**src/rtl/core/ws2812_spi_bit_encoder_macros.svh**
```systemverilog
// ----------------------------------------------------------------------------
// ws2812 spi bit encoder assertion macros
// concurrent checks on clk, disabled while arst_n is low
// ----------------------------------------------------------------------------
`ifndef WS2812_SPI_BIT_ENCODER_MACROS_SVH
`define WS2812_SPI_BIT_ENCODER_MACROS_SVH

// same-cycle implication
`define WSE_ASSERT_NOW(lbl, ante, cons) \
	lbl: assert property (@(posedge clk) disable iff (!arst_n) (ante) |-> (cons)) \
		else $error("ws2812 encoder check failed");

// next-cycle implication
`define WSE_ASSERT_NEXT(lbl, ante, cons) \
	lbl: assert property (@(posedge clk) disable iff (!arst_n) (ante) |=> (cons)) \
		else $error("ws2812 encoder check failed");

`endif

```
**src/rtl/core/wse_pkg.sv**
```systemverilog
// ----------------------------------------------------------------------------
// wse_pkg
// shared constants, types and helpers of the ws2812 spi bit encoder
// ----------------------------------------------------------------------------
`default_nettype none

package wse_pkg;

	localparam int RUN_BYTES = 24;
	localparam int CNT_W     = $clog2(RUN_BYTES);
	localparam logic [CNT_W-1:0] CNT_LAST = CNT_W'(RUN_BYTES - 1);

	localparam logic [2:0] RST_BRIGHTNESS = 3'd0;
	localparam logic [7:0] RST_ZERO_PAT   = 8'hC0;
	localparam logic [7:0] RST_ONE_PAT    = 8'hF8;

	// input opcode carried in tuser
	localparam logic OP_PIXEL = 1'b0;
	localparam logic OP_BLANK = 1'b1;

	// configuration register indexes
	localparam logic [1:0] REG_BRIGHTNESS = 2'd0;
	localparam logic [1:0] REG_ZERO_PAT   = 2'd1;
	localparam logic [1:0] REG_ONE_PAT    = 2'd2;

	// one pending output byte, from the serializer to the output register
	typedef struct packed {
		logic blank;
		logic data_bit;
		logic last;
	} wse_req_t;

	// brightness scaling, bits pushed past bit 7 are dropped
	function automatic logic [7:0] scale_chan(input logic [7:0] c, input logic [2:0] sh);
		return c << sh;
	endfunction

endpackage

`default_nettype wire

```
**src/rtl/core/wse_load.sv**
```systemverilog
// ----------------------------------------------------------------------------
// wse_load
// item register and bit serializer: holds the scaled 24-bit color word
// ----------------------------------------------------------------------------
`default_nettype none

module wse_load
	import wse_pkg::*;
(
	input  wire logic        clk,
	input  wire logic        arst_n,
	input  wire logic        in_valid,
	output logic             in_ready,
	input  wire logic        in_opcode,
	input  wire logic [7:0]  in_green,
	input  wire logic [7:0]  in_red,
	input  wire logic [7:0]  in_blue,
	input  wire logic [2:0]  shift,
	output logic             req_valid,
	output wse_req_t         req,
	input  wire logic        req_ready
);

	logic             valid_s1;
	logic             blank_s1;
	logic [23:0]      data_s1;
	logic [CNT_W-1:0] cnt_s1;
	logic             adv;
	logic             is_last;

	assign is_last   = (cnt_s1 == CNT_LAST);
	assign adv       = valid_s1 && req_ready;
	assign in_ready  = !valid_s1 || (adv && is_last);
	assign req_valid = valid_s1;

	always_comb begin
		req.blank    = blank_s1;
		req.data_bit = data_s1[23];
		req.last     = is_last;
	end

	always_ff @(posedge clk or negedge arst_n) begin
		if (!arst_n) begin
			valid_s1 <= 1'b0;
			cnt_s1   <= '0;
		end else if (in_valid && in_ready) begin
			valid_s1 <= 1'b1;
			cnt_s1   <= '0;
		end else if (adv) begin
			valid_s1 <= !is_last;
			cnt_s1   <= is_last ? '0 : cnt_s1 + 1'b1;
		end
	end

	// green goes out first, msb first
	always_ff @(posedge clk) begin
		if (in_valid && in_ready) begin
			blank_s1 <= (in_opcode == OP_BLANK);
			data_s1  <= {scale_chan(in_green, shift), scale_chan(in_red, shift),
				scale_chan(in_blue, shift)};
		end else if (adv) begin
			data_s1 <= {data_s1[22:0], 1'b0};
		end
	end

endmodule

`default_nettype wire

```
**src/rtl/core/wse_emit.sv**
```systemverilog
// ----------------------------------------------------------------------------
// wse_emit
// output register: maps a data bit to its spi pattern byte
// ----------------------------------------------------------------------------
`default_nettype none

module wse_emit
	import wse_pkg::*;
(
	input  wire logic       clk,
	input  wire logic       arst_n,
	input  wire logic       req_valid,
	input  wire wse_req_t   req,
	output logic            req_ready,
	input  wire logic [7:0] zero_pat,
	input  wire logic [7:0] one_pat,
	output logic            out_valid,
	input  wire logic       out_ready,
	output logic [7:0]      out_byte,
	output logic            out_last
);

	logic       valid_q;
	logic [7:0] byte_q;
	logic       last_q;
	logic [7:0] byte_d;

	assign req_ready = !valid_q || out_ready;
	assign out_valid = valid_q;
	assign out_byte  = byte_q;
	assign out_last  = last_q;

	always_comb begin
		if (req.blank) begin
			byte_d = 8'h00;
		end else if (req.data_bit) begin
			byte_d = one_pat;
		end else begin
			byte_d = zero_pat;
		end
	end

	always_ff @(posedge clk or negedge arst_n) begin
		if (!arst_n) begin
			valid_q <= 1'b0;
		end else if (req_ready) begin
			valid_q <= req_valid;
		end
	end

	always_ff @(posedge clk) begin
		if (req_ready && req_valid) begin
			byte_q <= byte_d;
			last_q <= req.last;
		end
	end

endmodule

`default_nettype wire

```
**src/rtl/core/ws2812_spi_bit_encoder.sv**
```systemverilog
// ----------------------------------------------------------------------------
// ws2812_spi_bit_encoder
// turns pixel colors into ws2812 spi pattern bytes, 24 per pixel
// ----------------------------------------------------------------------------
// Each input transaction is one LED slot: a pixel (tuser 0) with green, red
// and blue, or a blank slot (tuser 1). A pixel is scaled by a left shift of
// brightness_shift on each channel (truncated to 8 bits) and sent as 24 spi
// bytes, green then red then blue, msb first, each data bit becoming the one
// or zero pattern byte. A blank slot sends 24 zero bytes; one per LED makes
// the reset gap ahead of a frame. tlast marks the 24th byte of every run.
// Output runs at one byte per cycle while m_tready is high; the 24-step bit
// serializer steps through each slot. The next slot is taken in the cycle its
// predecessor's last byte enters the output register, so runs follow with
// no gap. The first byte passes the item register and then the output
// register before it is valid on the output. Configuration is a plain write
// port (index 0 shift, 1 zero pattern, 2 one pattern) and must only be
// written while no run is in flight.
// ----------------------------------------------------------------------------
`default_nettype none

`include "ws2812_spi_bit_encoder_macros.svh"

module ws2812_spi_bit_encoder
	import wse_pkg::*;
(
	input  wire logic        clk,
	input  wire logic        arst_n,
	// input stream
	input  wire logic        s_tvalid,
	output logic             s_tready,
	input  wire logic [23:0] s_tdata,   // [7:0] green, [15:8] red, [23:16] blue
	input  wire logic [0:0]  s_tuser,   // [0] opcode
	// output stream
	output logic             m_tvalid,
	input  wire logic        m_tready,
	output logic [7:0]       m_tdata,   // [7:0] spi_byte
	output logic             m_tlast,
	// configuration write port
	input  wire logic        cfg_we,
	input  wire logic [1:0]  cfg_index,
	input  wire logic [7:0]  cfg_wdata
);

	logic [2:0] shift_q;
	logic [7:0] zero_pat_q;
	logic [7:0] one_pat_q;

	logic       req_valid;
	logic       req_ready;
	wse_req_t   req;

	// configuration registers, unknown index is ignored
	always_ff @(posedge clk or negedge arst_n) begin
		if (!arst_n) begin
			shift_q    <= RST_BRIGHTNESS;
			zero_pat_q <= RST_ZERO_PAT;
			one_pat_q  <= RST_ONE_PAT;
		end else if (cfg_we) begin
			case (cfg_index)
				REG_BRIGHTNESS: shift_q    <= cfg_wdata[2:0];
				REG_ZERO_PAT:   zero_pat_q <= cfg_wdata;
				REG_ONE_PAT:    one_pat_q  <= cfg_wdata;
				default: ;
			endcase
		end
	end

	// item register and serializer
	wse_load u_load (
		.clk       (clk),
		.arst_n    (arst_n),
		.in_valid  (s_tvalid),
		.in_ready  (s_tready),
		.in_opcode (s_tuser[0]),
		.in_green  (s_tdata[7:0]),
		.in_red    (s_tdata[15:8]),
		.in_blue   (s_tdata[23:16]),
		.shift     (shift_q),
		.req_valid (req_valid),
		.req       (req),
		.req_ready (req_ready)
	);

	// pattern lookup and output register
	wse_emit u_emit (
		.clk       (clk),
		.arst_n    (arst_n),
		.req_valid (req_valid),
		.req       (req),
		.req_ready (req_ready),
		.zero_pat  (zero_pat_q),
		.one_pat   (one_pat_q),
		.out_valid (m_tvalid),
		.out_ready (m_tready),
		.out_byte  (m_tdata),
		.out_last  (m_tlast)
	);

	// an accepted transaction always starts a run in the serializer
	`WSE_ASSERT_NEXT(a_accept_starts_run, s_tvalid && s_tready, req_valid)
	// a new transaction is only taken when the serializer is empty or finishing
	`WSE_ASSERT_NOW(a_ready_only_at_end, s_tready && req_valid, req.last && req_ready)
	// blank slot bytes are always zero
	`WSE_ASSERT_NEXT(a_blank_is_zero, req_valid && req_ready && req.blank, m_tdata == 8'h00)

endmodule

`default_nettype wire
```
**config.mk**
```make
export PLATFORM = sky130hd
export DESIGN_NAME = ws2812_spi_bit_encoder
export DESIGN_NICKNAME = d
export VERILOG_FILES = /design/src/rtl/core/wse_pkg.sv /design/src/rtl/core/wse_load.sv /design/src/rtl/core/wse_emit.sv /design/src/rtl/core/ws2812_spi_bit_encoder.sv
export VERILOG_INCLUDE_DIRS = /design/src /design/src/rtl/core
export SDC_FILE = /design/constraint.sdc
export NUM_CORES = 1
export LEC_CHECK = 0
export ABC_AREA = 1
export BUFFER_PORTS_ARGS = -buffer_cell sky130_fd_sc_hd__buf_2
export CORE_ASPECT_RATIO = 0.8
export CORE_MARGIN = 10
export CORE_UTILIZATION = 45
export DETAILED_ROUTE_END_ITERATION = 16
export PLACE_DENSITY = 0.69
export RECOVER_POWER = 50
export SYNTH_ARGS = -nofsm -noshare
export SYNTH_HDL_FRONTEND = slang
export SYNTH_SLANG_ARGS = --single-unit
```
**constraint.sdc**
```tcl
create_clock -name clk -period 3.4 [get_ports clk]
set_clock_uncertainty 0.15 [all_clocks]
set_input_delay 0.51 -clock clk [delete_from_list [all_inputs] [get_ports clk]]
set_output_delay 0.51 -clock clk [all_outputs]
set_load 0.01 [all_outputs]
```
==> results.sh, run 1 <==
export IMPL_status="complete, no violations"
export IMPL_drt_first_pass_iters=5
export IMPL_cts_tree="yes"
export IMPL_r2r_end="u_load.data_s1[15]"
export IMPL_die_area_um2=11000
export IMPL_cts_root_buf="clkbuf_8"
export IMPL_crit_path_top_delay_cell="clkbuf_1"
export IMPL_rsz0062_at_grt="false"
export IMPL_power_density_nw_per_um2=570
export IMPL_wirelength_mm=7.50
export IMPL_setup_viol=0
export IMPL_max_freq_mhz=405
export IMPL_synth_cell_types=27
export IMPL_p_leak_nw=1.72
export IMPL_final_cells=531
export IMPL_antenna_cells=0
export IMPL_port_buffers=50
export IMPL_rr_worst_depth=8
export IMPL_top_layer_used="met4"
export IMPL_placementRows=27
export IMPL_worstMarginPinSlew_ns=1.40
export IMPL_cts_htree_levels=3
export IMPL_synthesis_nets=435
export IMPL_m1WireLength_mm=3.63
export IMPL_dp_cells=515
export IMPL_cp_max_fo=26
export IMPL_fp_dieH_um=96.0
export IMPL_grt_first_pass_wirelength_mm=12.3
export IMPL_r2r_start="shift_q[0]"
export IMPL_start_util_pct=46.6
export IMPL_setup_tns_ns=0
export IMPL_path_cells="clkbuf_1 > inv_2 > nand2_1 > nand3_1 > nand3_1 > nand2_1 > nand2_1 > nand2_1"
export IMPL_ys_ff_latch=60
export IMPL_cts_sinks=60
export IMPL_drv_cap=0
export IMPL_path_class="reg -> reg"
export IMPL_clk_latency_ns=0.33
export IMPL_post_drt_via_cell_ratio=5.27
export IMPL_whs_path_depth=1
export IMPL_synth_warnings=0
export IMPL_slew_headroom_pct=6.38
export IMPL_die_w_um=115
export IMPL_syn_avg_cell_area_um2=8.24
export IMPL_grt_pass1_vias=2558
export IMPL_synthTopCellsByArea="edfxtp_1 31%, nand2_1 18%, dfrtp_1 15%"
export IMPL_numCtsBuffers=9
export IMPL_area_delta_synth_final_pct=14.1
export IMPL_dr_wl_met2_mm=3.26
export IMPL_post_route_cell_area_um2=3700
export IMPL_hold_viol_final=0
export IMPL_ant_nets=0
export IMPL_drt_wirelength_per_cell_um=14.1
export IMPL_crit_cells=8
export IMPL_drc=0
export IMPL_layout_drive_gt1_share_pct=19.4
export IMPL_slowest_delay_ns=0.71
export IMPL_dr_first_iter_drc_count=259
export IMPL_syn_inst=394
export IMPL_crit_arrival_ns=2.40
export IMPL_cts_path_max_buffers=2
export IMPL_critPathLaunchType="register"
export IMPL_cp_endpoint="u_load.data_s1[15]"
export IMPL_nets=480
export IMPL_vias=2798
export IMPL_ir_drop_mv=0.231
export IMPL_period_share_pct=72.5
export IMPL_slew_violations=0
export IMPL_critical_path_top_delay_family="buffers and inverters"
export IMPL_ys_seq_area_share_pct=51.8
export IMPL_dpl_hpwl_mm=5.32
export IMPL_wl_met3_um=574
export IMPL_antenna_found_initial=0
export IMPL_cts_resized=0
export IMPL_synth_cell_area_um2=3250
export IMPL_end_kind="register"
export IMPL_synth_top_cell_area_share_pct=31.5
export IMPL_clkTransAtPathRegs_ns=0.07
export IMPL_io_pins=51
export IMPL_cp_startpoint="shift_q[0]"
export IMPL_grt_ovfl_total=0
export IMPL_grt_use_total_pct=13.8
export IMPL_yosys_area_top_type="edfxtp_1"
export IMPL_cts_hold_buf=0
export IMPL_grt_max_degree=38
export IMPL_place_congestion=0.900
export IMPL_min_path_type="in -> reg"
export IMPL_cts_setup_buffers=0
export IMPL_place_area_um2=3520
export IMPL_r2r_slack_ns=0.93
export IMPL_path_common_cell="nand2_1"
export IMPL_critPathBufInv=2
export IMPL_worstPathRequired_ns=3.33
export IMPL_core_area_um2=6960
export IMPL_min_period_ns=2.47
==> worst min path at each step <==
stage / startpoint / end
3_5_place_dp: zero_pat_q[0] / zero_pat_q[0]
2_1_floorplan: arst_n / one_pat_q[0]
4_1_cts: arst_n / u_emit.out_valid
5_1_grt: s_tuser / u_load.blank_s1
3_3_place_gp: zero_pat_q[5] / zero_pat_q[5]
6_report: s_tuser / u_load.blank_s1
==> cells in the mapped netlist <==
| master | instances |
|---|---|
| buf_2 | 6 |
| edfxtp_1 | 34 |
| nor2_2 | 1 |
| o31ai_1 | 1 |
| o21ai_0 | 20 |
| inv_1 | 18 |
| buf_6 | 4 |
| nand3_4 | 1 |
| inv_2 | 2 |
| nand4_1 | 3 |
| ha_1 | 1 |
| clkinv_1 | 1 |
| dfstp_2 | 7 |
| nand2_1 | 157 |
| o22ai_1 | 1 |
| nand3_1 | 72 |
| a21oi_1 | 10 |
| nand2_2 | 5 |
| nor3_1 | 1 |
| nor3_2 | 1 |
| o21ai_2 | 12 |
| dfrtp_1 | 19 |
| clkbuf_1 | 6 |
| nor2_1 | 5 |
| a21oi_4 | 1 |
| buf_1 | 3 |
| nand2_4 | 2 |
==> worst register-to-register path: cells and delay by family (launching register included) <==
kind	cells	cell delay (ns)
DFF	1	0.32
and+or+nand+nor	6	0.62
buffers and inverters	2	1.13
==> per-layer routing <==
metal	GRT usage [%]	vias to the layer above
met5	0	-
met1	19.9	1292
li1	-	1406
met2	19.0	96
met3	5.22	4
met4	3.09	0
==> metrics by stage <==
step	power, mW	worst slack [ns]	hold slack [ns]	util [%]
global route	2.25	0.728	0.196	53.2
floorplan	1.35	1.42	0.0644	-
finish	2.11	0.933	0.207	53.2
detailed placement	1.49	1.31	0.324	50.6
CTS	2.13	1.25	0.0373	53.5
global placement	1.47	1.33	0.320	50.6
==> power breakdown <==
part | switching (mW) | total, mW | internal [mW]
registers | 0.0758 | 0.977 | 0.901
logic | 0.325 | 0.494 | 0.168
clock network | 0.269 | 0.643 | 0.373
==> cell type report <==
cell class / count / area [um^2]
clock buffer: 14 / 195
clock inverter: 2 / 11.3
fill: 656 / 3250
inverter: 21 / 78.8
multi-input combinational: 294 / 1380
sequential: 60 / 1680
tap: 87 / 109
timing repair buffer: 53 / 255
==> state kept, by name (all words and copies together) (netlist names) <==
name / count
one_pat_q: 8
u_emit.out_last: 1
u_load.req_valid: 1
u_load.cnt_s1: 5
u_load.data_s1: 24
u_emit.out_byte: 8
u_load.blank_s1: 1
u_emit.out_valid: 1
zero_pat_q: 8
shift_q: 3
==> cells in the final DEF (no fill, tap or decap), drive strengths merged, types with 3 or more instances in the layout <==
cell type  netlist  routed
dfrtp           19      19
a21oi           11      11
edfxtp          34      34
inv             20      21
nand3           73      73
clkbuf           6      26
nor2             6       6
o21ai           32      32
nand4            3       3
dfstp            7       7
buf             13      41
nand2          164     164
==> cell families after synthesis <==
family	after synthesis	share of synthesized area (%)
DFF	60	51.8
adders and majority gates	1	0.385
and+or+nand+nor	248	33.3
buffers and inverters	40	5.78
AOI/OAI and AO/OA	45	8.79
No activity file was read; power rests on OpenSTA's default activity.
==> inputs of run 2 (changes only) <==
==> constraint.sdc (replaced) <==
create_clock -name clk -period 2.4 [get_ports clk]
set_clock_uncertainty 0.15 [all_clocks]
set_input_delay 0.36 -clock clk [delete_from_list [all_inputs] [get_ports clk]]
set_output_delay 0.36 -clock clk [all_outputs]
set_load 0.01 [all_outputs]
==> run 2 against run 1 <==
Against the previous run:
- flip-flop and latch count unchanged
- critical path depth down 3
- combinational power up 46%
- largest cell class unchanged
==> results.sh, run 2 (same netlist as run 1, synthesis figures left out) <==
export IMPL_layout_commonest_cell="nand2_1"
export IMPL_area_delta_synth_final_pct=15.3
export IMPL_largest_reg_flops=24
export IMPL_crit_path_top_delay_cell="clkbuf_1"
export IMPL_critPathBufInv=1
export IMPL_final_util_pct=53.8
export IMPL_setup_tns_ns=0
export IMPL_placementRows=27
export IMPL_antenna_found_initial=0
export IMPL_post_drt_via_cell_ratio=5.23
export IMPL_p_int_mw=2.05
export IMPL_ant_nets=0
export IMPL_power_switching_mw=0.950
export IMPL_p_seq_share_pct=45.8
export IMPL_antenna_cells=0
export IMPL_die_w_um=115
export IMPL_period_share_pct=84.2
export IMPL_min_path_type="in -> reg"
export IMPL_grt_pass1_vias=2513
export IMPL_fp_dieH_um=96.0
export IMPL_worstPathRequired_ns=2.42
export IMPL_regMostFlops="u_load.data_s1"
export IMPL_hold_viol_final=0
export IMPL_cts_resized=0
export IMPL_critical_path_top_delay_family="buffers and inverters"
export IMPL_clkTransAtPathRegs_ns=0.06
export IMPL_die_area_um2=11000
export IMPL_numCtsBuffers=9
export IMPL_grt_max_degree=38
export IMPL_cts_path_max_buffers=2
export IMPL_path_class="reg -> reg"
export IMPL_worstMarginPinSlew_ns=1.40
export IMPL_clk_latency_ns=0.33
export IMPL_nets=484
export IMPL_drt_wirelength_per_cell_um=13.8
export IMPL_start_util_pct=46.6
export IMPL_p_comb_share_pct=24.0
export IMPL_min_period_ns=2.02
export IMPL_multi_input_area_um2=1380
export IMPL_max_freq_mhz=495
export IMPL_status="complete, no violations"
export IMPL_mostFrequentLayoutCells="158 x nand2_1, 72 x nand3_1, 39 x buf_2"
export IMPL_ir_drop_mv=0.327
export IMPL_p_leak_nw=1.74
export IMPL_sw_frac_of_total_pct=31.6
export IMPL_cp_max_fo=22
export IMPL_end_kind="register"
export IMPL_wirelength_mm=7.41
export IMPL_cts_sinks=60
export IMPL_drc=0
export IMPL_drv_cap=0
export IMPL_port_buffers=50
export IMPL_slew_violations=0
export IMPL_dr_first_iter_drc_count=201
export IMPL_power_frac_clock_pct=30.2
export IMPL_crit_arrival_ns=2.04
export IMPL_grt_first_pass_wirelength_mm=12.1
export IMPL_cts_tree="yes"
export IMPL_critPathLaunchType="register"
export IMPL_totalPowerFinal_mw=3.00
export IMPL_path_cells="clkbuf_1 > nand2_1 > nand3_1 > nand3_1 > o21ai_2"
export IMPL_cts_root_buf="clkbuf_8"
export IMPL_fillCellCount=658
export IMPL_core_area_um2=6960
export IMPL_io_pins=51
export IMPL_grt_ovfl_total=0
export IMPL_path_common_cell="nand3_1"
export IMPL_worst_hold_slack_ns=0.0727
export IMPL_dpl_hpwl_mm=5.27
export IMPL_grt_use_total_pct=13.5
export IMPL_cts_htree_levels=3
export IMPL_slowest_delay_ns=0.68
export IMPL_sequential_cell_area_um2=1680
export IMPL_power_density_nw_per_um2=802
export IMPL_setup_viol=0
export IMPL_drt_first_pass_iters=5
export IMPL_layout_drive_gt1_share_pct=19.4
export IMPL_vias=2798
export IMPL_slew_headroom_pct=6.43
export IMPL_place_congestion=0.831
export IMPL_rsz0062_at_grt="false"
run 2: changes by cell type in the layout (fill, tap and decap cells not counted):
cell,delta
clkbuf_1,+2
dlygate4sd3_1,+1
buf_12,+1
run 2: area by class of cell:
| class | instances | area share (%) |
|---|---|---|
| repair buffers | 57 | 7.82 |
| clock buffers | 14 | 5.22 |
| well taps | 87 | 2.91 |
| multi-input cells | 294 | 36.7 |
| flip-flops and latches | 60 | 44.9 |
| inverters | 21 | 2.11 |
| clock inverters | 2 | 0.301 |
run 2: final timing paths:
check	startpoint	endpoint	slack (ns)	cells past startpoint
max	shift_q[0]	u_load.data_s1[3]	0.38	5
min	s_tuser	u_load.blank_s1	0.07	1
max reg2reg	shift_q[0]	u_load.data_s1[3]	0.38	5
min reg2reg	one_pat_q[2]	one_pat_q[2]	0.34	2
max in group asynchronous	arst_n	zero_pat_q[5]	0.53	2
min in group asynchronous	arst_n	u_emit.out_valid	0.74	2
run 2: power by group through the flow:
stage	registers (mW)	logic [mW]	clock network (mW)
after global routing	1.40	0.816	0.967
final	1.38	0.721	0.906
after detailed placement	1.40	0.725	0
after CTS	1.38	0.731	0.924
after floorplan	1.38	0.526	0
after global placement	1.39	0.714	0
run 2: repair_timing:
item | 4_1_cts | 5_1_grt
endpoints found under the hold margin | 19 | 0
hold buffers | 1 | 0
setup buffers | 0 | 0
run 2: through the flow:
step,setup WS [ns],cell area [um^2],instances
final,0.379,3740,535
after global routing,0.211,3740,535
after CTS,0.398,3770,535
after detailed placement,0.435,3550,518
after global placement,0.433,3550,518
after floorplan,0.547,3250,394
run 2: per-layer routing:
layer | part of all wire [%] | track usage, % | wire (um) | vias to the layer above
li1 | - | - | - | 1413
met1 | 50 | 21.0 | 3730 | 1261
met2 | 43 | 17.4 | 3150 | 118
met3 | 6.5 | 3.92 | 481 | 6
met4 | 0.53 | 3.60 | 39 | 0
met5 | 0 | 0 | 0 | -
